--- config.mk ---
export PLATFORM = sky130hd
export DESIGN_NAME = ordered_key_value_table
export DESIGN_NICKNAME = d
export VERILOG_FILES = /design/src/rtl/okvt_pkg.sv /design/src/rtl/okvt_ctrl.sv /design/src/rtl/okvt_datapath.sv /design/src/rtl/ordered_key_value_table.sv
export SDC_FILE = /design/constraint.sdc
export NUM_CORES = 2
export LEC_CHECK = 0
export ABC_CLOCK_PERIOD_IN_PS = 12600
export BUFFER_PORTS_ARGS = -buffer_cell sky130_fd_sc_hd__buf_2
export CORE_MARGIN = 3
export CORE_UTILIZATION = 39
export CTS_CLUSTER_DIAMETER = 50
export DETAILED_ROUTE_END_ITERATION = 10
export PLACE_DENSITY = 0.61
export REMOVE_ABC_BUFFERS = 1
export SLEW_MARGIN = 40
export SYNTH_ARGS = -nofsm -noshare
export SYNTH_HDL_FRONTEND = slang
export SYNTH_SLANG_ARGS = --single-unit
--- constraint.sdc ---
create_clock -name clk -period 12.6 [get_ports clk]
set_input_delay 0.63 -clock clk [delete_from_list [all_inputs] [get_ports clk]]
set_output_delay 0.63 -clock clk [all_outputs]
set_load 0.05 [all_outputs]
--- src/rtl/okvt_pkg.sv ---
// Shared types, codes and defaults for the ordered key/value table.
// No dependencies; the controller, datapath, top and checker import this package.
`timescale 1ns / 1ps
`default_nettype none

package okvt_pkg;

    localparam int KEY_W        = 32;
    localparam int DATA_W       = 64;
    localparam int DEPTH_DEF    = 16;
    localparam int KEY_BITS_DEF = 32;

    localparam logic [1:0] CMD_APPEND = 2'd0;
    localparam logic [1:0] CMD_DELETE = 2'd1;
    localparam logic [1:0] CMD_UPDATE = 2'd2;
    localparam logic [1:0] CMD_GET    = 2'd3;

    localparam logic [1:0] ST_OK      = 2'd0;
    localparam logic [1:0] ST_NO_ITEM = 2'd1;
    localparam logic [1:0] ST_FULL    = 2'd2;

    typedef struct packed {
        logic [1:0]        cmd;
        logic [KEY_W-1:0]  key;
        logic [DATA_W-1:0] data_in;
    } okvt_in_t;

    typedef struct packed {
        logic [1:0]        status;
        logic [DATA_W-1:0] data_out;
    } okvt_out_t;

    typedef struct packed {
        logic       load;
        logic       scan_start;
        logic       shift_start;
        logic       rd_issue;
        logic       wr_append;
        logic       wr_update;
        logic       wr_shift;
        logic       cnt_dec;
        logic       res_load;
        logic       res_data;
        logic [1:0] res_status;
        logic       out_load;
    } okvt_ctl_t;

    typedef struct packed {
        logic [1:0] cmd;
        logic       full;
        logic       ptr_end;
        logic       rd_vld;
        logic       rd_match;
        logic       out_busy;
    } okvt_sts_t;

endpackage

`default_nettype wire

--- src/rtl/okvt_ctrl.sv ---
// Controller state machine for the ordered key/value table.
// Depends on okvt_pkg; drives the datapath through okvt_ctl_t commands.
`timescale 1ns / 1ps
`default_nettype none

module okvt_ctrl (
    input  wire logic                clk,
    input  wire logic                rst_n,
    input  wire logic                req_valid,
    output logic                     req_stall,
    input  wire okvt_pkg::okvt_sts_t sts,
    output okvt_pkg::okvt_ctl_t      ctl
);
    import okvt_pkg::*;

    typedef enum logic [2:0] {
        S_IDLE,
        S_DISPATCH,
        S_SCAN,
        S_SHIFT,
        S_RESPOND
    } state_t;

    state_t state_reg;
    state_t state_next;

    always_comb
    begin
        ctl        = '0;
        state_next = state_reg;
        req_stall  = (state_reg != S_IDLE);
        case (state_reg)
            S_IDLE:
            begin
                if (req_valid)
                begin
                    ctl.load   = 1'b1;
                    state_next = S_DISPATCH;
                end
            end
            S_DISPATCH:
            begin
                if (sts.cmd == CMD_APPEND)
                begin
                    ctl.res_load = 1'b1;
                    if (sts.full)
                    begin
                        ctl.res_status = ST_FULL;
                    end
                    else
                    begin
                        ctl.wr_append  = 1'b1;
                        ctl.res_status = ST_OK;
                    end
                    state_next = S_RESPOND;
                end
                else
                begin
                    ctl.scan_start = 1'b1;
                    state_next     = S_SCAN;
                end
            end
            S_SCAN:
            begin
                if (sts.rd_match)
                begin
                    case (sts.cmd)
                        CMD_DELETE:
                        begin
                            ctl.shift_start = 1'b1;
                            state_next      = S_SHIFT;
                        end
                        CMD_UPDATE:
                        begin
                            ctl.wr_update  = 1'b1;
                            ctl.res_load   = 1'b1;
                            ctl.res_status = ST_OK;
                            state_next     = S_RESPOND;
                        end
                        default:
                        begin
                            ctl.res_load   = 1'b1;
                            ctl.res_data   = 1'b1;
                            ctl.res_status = ST_OK;
                            state_next     = S_RESPOND;
                        end
                    endcase
                end
                else if (sts.ptr_end)
                begin
                    ctl.res_load   = 1'b1;
                    ctl.res_status = ST_NO_ITEM;
                    state_next     = S_RESPOND;
                end
                else
                begin
                    ctl.rd_issue = 1'b1;
                end
            end
            S_SHIFT:
            begin
                ctl.wr_shift = sts.rd_vld;
                if (sts.ptr_end)
                begin
                    ctl.cnt_dec    = 1'b1;
                    ctl.res_load   = 1'b1;
                    ctl.res_status = ST_OK;
                    state_next     = S_RESPOND;
                end
                else
                begin
                    ctl.rd_issue = 1'b1;
                end
            end
            S_RESPOND:
            begin
                if (!sts.out_busy)
                begin
                    ctl.out_load = 1'b1;
                    state_next   = S_IDLE;
                end
            end
            default:
            begin
                state_next = S_IDLE;
            end
        endcase
    end

    always_ff @(posedge clk or negedge rst_n)
    begin
        if (!rst_n)
        begin
            state_reg <= S_IDLE;
        end
        else
        begin
            state_reg <= state_next;
        end
    end

endmodule

`default_nettype wire

--- src/rtl/okvt_datapath.sv ---
// Datapath of the ordered key/value table: entry memory, scan pointer,
// match compare, fill count and result registers. Depends on okvt_pkg.
`timescale 1ns / 1ps
`default_nettype none

module okvt_datapath #(
    parameter int DEPTH    = okvt_pkg::DEPTH_DEF,
    parameter int KEY_BITS = okvt_pkg::KEY_BITS_DEF
) (
    input  wire logic                clk,
    input  wire logic                rst_n,
    input  wire okvt_pkg::okvt_in_t  req,
    input  wire logic                rsp_stall,
    output logic                     rsp_valid,
    output okvt_pkg::okvt_out_t      rsp,
    input  wire okvt_pkg::okvt_ctl_t ctl,
    output okvt_pkg::okvt_sts_t      sts
);
    import okvt_pkg::*;

    localparam int KW = (KEY_BITS < KEY_W) ? KEY_BITS : KEY_W;
    localparam int IW = $clog2(DEPTH);
    localparam int CW = $clog2(DEPTH + 1);

    logic [KW-1:0]     key_mem [DEPTH];
    logic [DATA_W-1:0] data_mem [DEPTH];

    logic [1:0]        cmd_reg;
    logic [KW-1:0]     key_reg;
    logic [DATA_W-1:0] data_reg;
    logic [CW-1:0]     count_reg;
    logic [CW-1:0]     ptr_reg;
    logic              rd_vld_reg;
    logic [IW-1:0]     rd_idx_reg;
    logic [KW-1:0]     rd_key_reg;
    logic [DATA_W-1:0] rd_data_reg;
    okvt_out_t         res_reg;
    logic              out_valid_reg;
    okvt_out_t         out_reg;

    logic              wr_en;
    logic [IW-1:0]     wr_addr;
    logic [KW-1:0]     wr_key;
    logic [DATA_W-1:0] wr_data;

    always_comb
    begin
        wr_en = ctl.wr_append | ctl.wr_update | ctl.wr_shift;
        if (ctl.wr_shift)
        begin
            wr_addr = rd_idx_reg - IW'(1);
            wr_key  = rd_key_reg;
            wr_data = rd_data_reg;
        end
        else if (ctl.wr_update)
        begin
            wr_addr = rd_idx_reg;
            wr_key  = key_reg;
            wr_data = data_reg;
        end
        else
        begin
            wr_addr = count_reg[IW-1:0];
            wr_key  = key_reg;
            wr_data = data_reg;
        end
    end

    always_ff @(posedge clk)
    begin
        if (wr_en)
        begin
            key_mem[wr_addr]  <= wr_key;
            data_mem[wr_addr] <= wr_data;
        end
        if (ctl.rd_issue)
        begin
            rd_key_reg  <= key_mem[ptr_reg[IW-1:0]];
            rd_data_reg <= data_mem[ptr_reg[IW-1:0]];
            rd_idx_reg  <= ptr_reg[IW-1:0];
        end
    end

    always_ff @(posedge clk or negedge rst_n)
    begin
        if (!rst_n)
        begin
            count_reg     <= '0;
            ptr_reg       <= '0;
            rd_vld_reg    <= 1'b0;
            out_valid_reg <= 1'b0;
        end
        else
        begin
            if (ctl.wr_append)
            begin
                count_reg <= count_reg + CW'(1);
            end
            else if (ctl.cnt_dec)
            begin
                count_reg <= count_reg - CW'(1);
            end

            if (ctl.scan_start)
            begin
                ptr_reg <= '0;
            end
            else if (ctl.shift_start)
            begin
                ptr_reg <= CW'(rd_idx_reg) + CW'(1);
            end
            else if (ctl.rd_issue)
            begin
                ptr_reg <= ptr_reg + CW'(1);
            end

            rd_vld_reg <= ctl.rd_issue;

            if (ctl.out_load)
            begin
                out_valid_reg <= 1'b1;
            end
            else if (!rsp_stall)
            begin
                out_valid_reg <= 1'b0;
            end
        end
    end

    always_ff @(posedge clk)
    begin
        if (ctl.load)
        begin
            cmd_reg  <= req.cmd;
            key_reg  <= req.key[KW-1:0];
            data_reg <= req.data_in;
        end
        if (ctl.res_load)
        begin
            res_reg.status   <= ctl.res_status;
            res_reg.data_out <= ctl.res_data ? rd_data_reg : '0;
        end
        if (ctl.out_load)
        begin
            out_reg <= res_reg;
        end
    end

    always_comb
    begin
        sts.cmd      = cmd_reg;
        sts.full     = (count_reg == CW'(DEPTH));
        sts.ptr_end  = (ptr_reg == count_reg);
        sts.rd_vld   = rd_vld_reg;
        sts.rd_match = rd_vld_reg && (rd_key_reg == key_reg);
        sts.out_busy = out_valid_reg && rsp_stall;
    end

    assign rsp_valid = out_valid_reg;
    assign rsp       = out_reg;

endmodule

`default_nettype wire

--- src/rtl/ordered_key_value_table.sv ---
// Top level of the ordered key/value table: controller plus datapath.
// Depends on okvt_pkg, okvt_ctrl and okvt_datapath.
//
//   Channel  Signals                  Payload
//   req      req_valid, req_stall     okvt_in_t  (cmd, key, data_in)
//   rsp      rsp_valid, rsp_stall     okvt_out_t (status, data_out)
//
// An append goes from dispatch straight to the response register, with no scan.
// Delete, update and get read the entries up to the first match (at most DEPTH),
// one per cycle from the memory; a delete then moves each entry behind the match up.
// After reset the table is empty; no clearing pass is needed.
// A stalled response holds; the next transaction is accepted meanwhile.
`timescale 1ns / 1ps
`default_nettype none

module ordered_key_value_table #(
    parameter int DEPTH    = okvt_pkg::DEPTH_DEF,
    parameter int KEY_BITS = okvt_pkg::KEY_BITS_DEF
) (
    input  wire logic               clk,
    input  wire logic               rst_n,
    input  wire logic               req_valid,
    output logic                    req_stall,
    input  wire okvt_pkg::okvt_in_t req,
    output logic                    rsp_valid,
    input  wire logic               rsp_stall,
    output okvt_pkg::okvt_out_t     rsp
);
    import okvt_pkg::*;

    okvt_ctl_t ctl;
    okvt_sts_t sts;

    okvt_ctrl u_ctrl (
        .clk       (clk),
        .rst_n     (rst_n),
        .req_valid (req_valid),
        .req_stall (req_stall),
        .sts       (sts),
        .ctl       (ctl)
    );

    okvt_datapath #(
        .DEPTH    (DEPTH),
        .KEY_BITS (KEY_BITS)
    ) u_datapath (
        .clk       (clk),
        .rst_n     (rst_n),
        .req       (req),
        .rsp_stall (rsp_stall),
        .rsp_valid (rsp_valid),
        .rsp       (rsp),
        .ctl       (ctl),
        .sts       (sts)
    );

endmodule

`default_nettype wire

== Word-level counts from Yosys, hierarchy flattened ==
Memory sizes are Yosys's and may differ from the RTL's. A register that Yosys moved wholly into a read port is not among the register bits.
Index checks and enable logic that the tools add are counted.
Operators by class
  add/sub/neg operators: 5
  bitwise operators: 2
  eq/ne operators: 12
  reductions and logical operators: 9
  muxes and demuxes: 53
Operator list (number)
  $mux 64: 1
  $eq 32x32->1: 1
  $mux 32: 1
  $mux 1: 29
  $mux 5: 5
  $mux 3: 6
  $pmux 3 s5: 1
  $add 5x1->5 const B: 2
  $mux 2: 5
  $mux 4: 2
  $eq 3x2->1 const B: 2
  $reduce_bool 3->1: 2
  $add 4x1->5 const B: 1
  $eq 5x5->1: 1
  $eq 5x5->1 const B: 1
  $sub 5x1->5 const B: 1
  $ne 2x2->1 const B: 2
  $pmux 2 s2: 1
  $sub 4x1->4 const B: 1
  $eq 3x1->1 const B: 1
  $eq 3x3->1 const B: 1
  $logic_not 3->1: 1
  $pmux 1 s3: 1
  $eq 2x1->1 const B: 1
  other kinds (9): 11
Storage, ports and cells
  memories: 2
  register bits: 249
  memory bits (writable): 1536
  output and inout bits: 68
  logic and storage cells: 96
Memories
  u_datapath.data_mem: words 16, width 64, rd ports 1, clocked after Yosys merged registers in 1, wr ports 1, line okvt_datapath.sv:26  | logic [DATA_W-1:0] data_mem [DEPTH];
  u_datapath.key_mem: words 16, width 32, rd ports 1, clocked after Yosys merged registers in 1, wr ports 1, line okvt_datapath.sv:25  | logic [KW-1:0] key_mem [DEPTH];

== Longest topological paths before layout ==
  depth after elaboration: 8
  gate-level depth with buffers: 12

== Hierarchy ==
Synthesis repeated with hierarchy kept, for this count alone.
Second synthesis, totals
  cell total of the unflattened synthesis: 2859
  area, all modules: 70896.7 sq um
Modules (own cells, without submodules)
  okvt_datapath: instances 1, cells an instance 2813, seq. area each 56334.0 sq um, area each 70518.9 sq um
  okvt_ctrl: instances 1, cells an instance 46, seq. area each 75.1 sq um, area each 377.9 sq um

== Least setup slack after synthesis ==
Ideal clock, no wire load.
  kind: register -> register
  start: register u_ctrl.state_reg[2]
  end: memory u_datapath.data_mem[10][0] (enable)
  stages on the path, launching flop included: 8
  data arrival time: 8.768 ns
  setup time: 0.688 ns
  path buffers: 1
  clock period less this slack: 9.456 ns
  setup slack: 3.144 ns
  cells stage by stage: dfrtp_1 > and2b_2 > and3_2 > clkbuf_8 > or2b_2 > a21o_2 > a211oi_2 > nor3b_1
Between the ends
  cells in the longest elaborated chain, start to end: 6
Ends and longest elaborated chain
  start, declared: line okvt_ctrl.sv:24  | state_t state_reg;
  start signal, assigned: line okvt_ctrl.sv:138  | state_reg <= state_next;
  $eq 3x1->1 or $eq 3x2->1 (tied branches): line okvt_ctrl.sv:32  | case (state_reg)
  $mux 1: line okvt_ctrl.sv:32
  $or 1x1->1 (2 in series): line okvt_datapath.sv:48  | wr_en = ctl.wr_append | ctl.wr_update | ctl.wr_shift;
  $mux 1: line okvt_datapath.sv:71  | if (wr_en)
  $mux 1 (not written as such): line okvt_datapath.sv:74  | data_mem[wr_addr] <= wr_data;
  end, declared: line okvt_datapath.sv:26
Several ways; a longest one is shown, not always the timed one.

== Final worst setup path ==
  start: register u_datapath.rd_key_reg[25], read port of u_datapath.key_mem
  end: memory u_datapath.key_mem[9][17] in the netlist's numbering (enable)
Between the ends
  cells in the longest elaborated chain, start to end: 8
Ends and longest elaborated chain
  start, declared: line okvt_datapath.sv:35  | logic [KW-1:0] rd_key_reg;
  $eq 32x32->1 *: line okvt_datapath.sv:155  | sts.rd_match = rd_vld_reg && (rd_key_reg == key_reg);
  $logic_and 1x1->1 *: line okvt_datapath.sv:155
  $mux 1 *: line okvt_ctrl.sv:65  | if (sts.rd_match)
  $mux 1 *: line okvt_ctrl.sv:32
  $or 1x1->1 (2 in series): line okvt_datapath.sv:48
  $mux 1: line okvt_datapath.sv:71
  $mux 1 (not written as such): line okvt_datapath.sv:73  | key_mem[wr_addr] <= wr_key;
  end, declared: line okvt_datapath.sv:25
Mark *: on every way between the ends. The rest lies on a longest branch, timed or not.

==> qor.txt <==
Post-CTS Setup Inserts = 0
Fin. Hold Viols = 0
Max Clock Skew = 0.0371 ns
synth unique cells = 61
flip-flop count of the largest register after layout = 1024
most flop-heavy register = u_datapath.data_mem
hold_buf cts = 85
final hold slack = 0.0559 ns
ANT nets after route = 0
status = completed
Rows = 155
Die Area = 187000 sq um
Final Slew Violations = 0
vias in the first global route = 33800
max cap viols = 0
Area Growth Syn to Fin = 16.5%
core box area = 180000 sq um
placed cell count = 5525
DR pass1 iterations = 5
Top Ports = 170
combinational power share = 23.8%
Final GP Congestion = 0.731
sequential fraction of the synthesis area = 79.6%
P_int = 13.6 mW
Crit Path Class = register to register
Max Fclk = 222 MHz
EDFF count, synth = 1866
clock latency on the worst-skew pair = 0.83 ns
Sink Count = 1881
Critical Path AT = 4.94 ns
fin nets = 3573
RSZ-0062 raised after global routing = no
I/O Buffers = 169
CTS tree = yes
startpoint types = register
largest registers = u_datapath.data_mem: 1024 flops, u_datapath.key_mem: 512 flops
H-tree levels = 4
height of the die = 432 um
register share of total power = 46.1%
Mean Syn Cell Area = 23.1 sq um
final period demand of the worst path = 4.51 ns
residual DRC count = 0
switching power total = 5.57 mW
Root Driver = clkbuf_16
Synth Cell Area = 70800 sq um
global-route total usage across every layer = 17.4%
initial antenna violation count = 16
switch share = 29.0%
first-pass GRT wire length = 236 mm
clock share of power = 30.1%
worst-case clock buffer depth = 3
Die X-Extent = 432 um
Final setup viols = 0
max_slew headroom = 35.5%
CP Capture Type = register
Via density = 5.39
share of cells above drive strength 1 = 29.6%
final worst-path cycle share = 35.8%
peak supply drop = 0.197 mV
Clock transition at path regs = 0.06 ns
Starting DRT DRC Count = 3378
WL final = 161 mm
Syn Inst Count = 3071
CTS-repair resized insts = 0
pwr dens = 233 nW/um^2
Tightest Hold Check Type = input pin to register
Static Leak = 26.3 nW
Yosys warning total = 0
Via Count = 32300
Seq cells post-synth = 1881
Main synth FF type = edfxtp_1
total grt overflow = 0
Final Non-Filler Cells = 5992
crit-path max FO = 58
DP Wirelength = 83.0 mm
CTS buffer count = 202
Routed WL per cell = 26.9 um
Initial Utilization = 39.5%
worst-margin pin slew = 0.966 ns
ys async rst share = 0.797%
WP data required = 13.03 ns
largest net degree at the start of global routing = 81
[power by group through the flow]
stage               clock [mW]  sequential (mW)  combinational (mW)
floorplan                    0             9.39                3.96
finish                    5.78             8.85                4.57
global route              6.18             8.93                4.94
detailed placement           0             9.00                4.62
global placement             0             9.03                4.48
CTS                       5.92             8.88                4.66
[path summary, 6_finish.rpt]
| kind | start | end | slack [ns] | cells after the start |
|---|---|---|---|---|
| min in group asynchronous | rst_n | u_datapath.rsp_valid$_DFFE_PN0P_ | 0.29 | 2 |
| setup / recovery | u_datapath.rd_key_reg[25]$_DFFE_PP_ | u_datapath.key_mem[9][17]$_DFFE_PP_ | 8.09 | 8 |
| hold / removal | req[3] | u_datapath.data_reg[3]$_DFFE_PP_ | 0.06 | 1 |
| setup reg to reg | u_datapath.rd_key_reg[25]$_DFFE_PP_ | u_datapath.key_mem[9][17]$_DFFE_PP_ | 8.09 | 8 |
| max in group asynchronous | rst_n | u_datapath.ptr_reg[2]$_DFFE_PN0P_ | 11.92 | 2 |
| hold reg to reg | u_datapath.res_reg[60]$_SDFFCE_PN0P_ | u_datapath.rsp[60]$_DFFE_PP_ | 0.40 | 0 |
[layout make-up]
class | count | area [sq um]
fill | 14800 | 97000
clock buffer | 238 | 5220
tap | 2355 | 2950
sequential | 1881 | 56400
clock inverter | 139 | 1350
multi-input combinational | 1032 | 13900
inverter | 13 | 53.8
antenna | 2 | 5.00
timing repair buffer | 332 | 2640
[Yosys cell counts, types with 2 or more instances]
| cell type | number | share of area [%] |
|---|---|---|
| o211ai_1 | 2 | 0.021 |
| dfrtp_1 | 15 | 0.53 |
| buf_1 | 11 | 0.058 |
| nand4_1 | 6 | 0.053 |
| nor3_1 | 16 | 0.11 |
| nand2_1 | 302 | 1.6 |
| a32o_1 | 2 | 0.028 |
| xor2_1 | 6 | 0.074 |
| a31oi_1 | 5 | 0.044 |
| a21oi_1 | 12 | 0.085 |
| a21o_1 | 3 | 0.032 |
| inv_1 | 13 | 0.069 |
| buf_6 | 3 | 0.048 |
| and4_1 | 2 | 0.025 |
| clkbuf_1 | 94 | 0.50 |
| nor3b_1 | 4 | 0.042 |
| mux4_2 | 480 | 15 |
| buf_2 | 34 | 0.24 |
| mux2_2 | 2 | 0.032 |
| and3_2 | 3 | 0.032 |
| a211oi_1 | 2 | 0.021 |
| and2_1 | 64 | 0.57 |
| nand3_1 | 9 | 0.064 |
| edfxtp_1 | 1866 | 79 |
| nor2_1 | 11 | 0.058 |
| a21o_2 | 2 | 0.025 |
| and3_1 | 5 | 0.044 |
| ha_1 | 8 | 0.14 |
| xnor2_1 | 33 | 0.41 |
| o21ai_0 | 21 | 0.15 |
| o22ai_1 | 3 | 0.026 |
| nor3b_4 | 2 | 0.053 |
| and2_4 | 2 | 0.025 |
[cell families (layout without fill, tap and decap cells)]
group                      Yosys count  in the layout  synth area share [%]
xor gates and xnor gates            39             39                 0.482
other                                0              2                     0
muxes                              483            483                  15.3
adders and majority gates            9              9                 0.170
DFF                               1881           1881                  79.6
AOI/OAI and AO/OA                   62             62                 0.588
buffers and inverters              158            722                 0.954
and+or+nand+nor                    439            439                  2.88
[cell usage in the layout, fill, tap and decap left out, types with 10 or more instances in the layout]
master and instances:
a21oi_1 11, and2_1 64, buf_12 13, buf_2 169
buf_4 41, buf_6 17, bufinv_16 14, clkbuf_1 34
clkbuf_16 203, clkinv_1 45, clkinv_2 34, clkinvlp_4 13
dfrtp_1 11, dlygate4sd3_1 85, edfxtp_1 1866, inv_1 12
mux4_2 480, nand2_1 301, nor2_1 10, nor3_2 11
o21ai_0 21, xnor2_1 33
[worst max-delay path: stages (launching register included)]
cell      delay (ns)
edfxtp_1        0.41
xnor2_1         0.29
nand4_1         0.25
nor4_2          0.45
nand4_4         0.27
and2_4          0.27
o31ai_4         0.50
and3_4          0.81
clkbuf_8        0.76
[layer usage]
metal  GRT usage (%)  vias to the layer above  part of all wire, %
li1                -                    13600                    -
met1            24.2                    17400                   42
met2            28.1                     1045                   49
met3            3.17                      266                  5.8
met4            5.07                        2                  2.7
met5               0                        -               0.0081
[metrics by stage]
step / area [sq um] / worst slack (ns) / setup TNS (ns) / util (%) / power, mW
2_1_floorplan: 70200 / -4.57 / -1079.59 / - / 13.4
3_3_place_gp: 74700 / 7.47 / 0 / 41.6 / 13.5
3_5_place_dp: 75000 / 8.06 / 0 / 41.8 / 13.6
4_1_cts: 82500 / 8.03 / 0 / 45.9 / 19.5
5_1_grt: 82500 / 7.90 / 0 / 46.0 / 20.0
6_report: 82500 / 8.09 / 0 / 46.0 / 19.2
(Power assumes the default switching activity.)
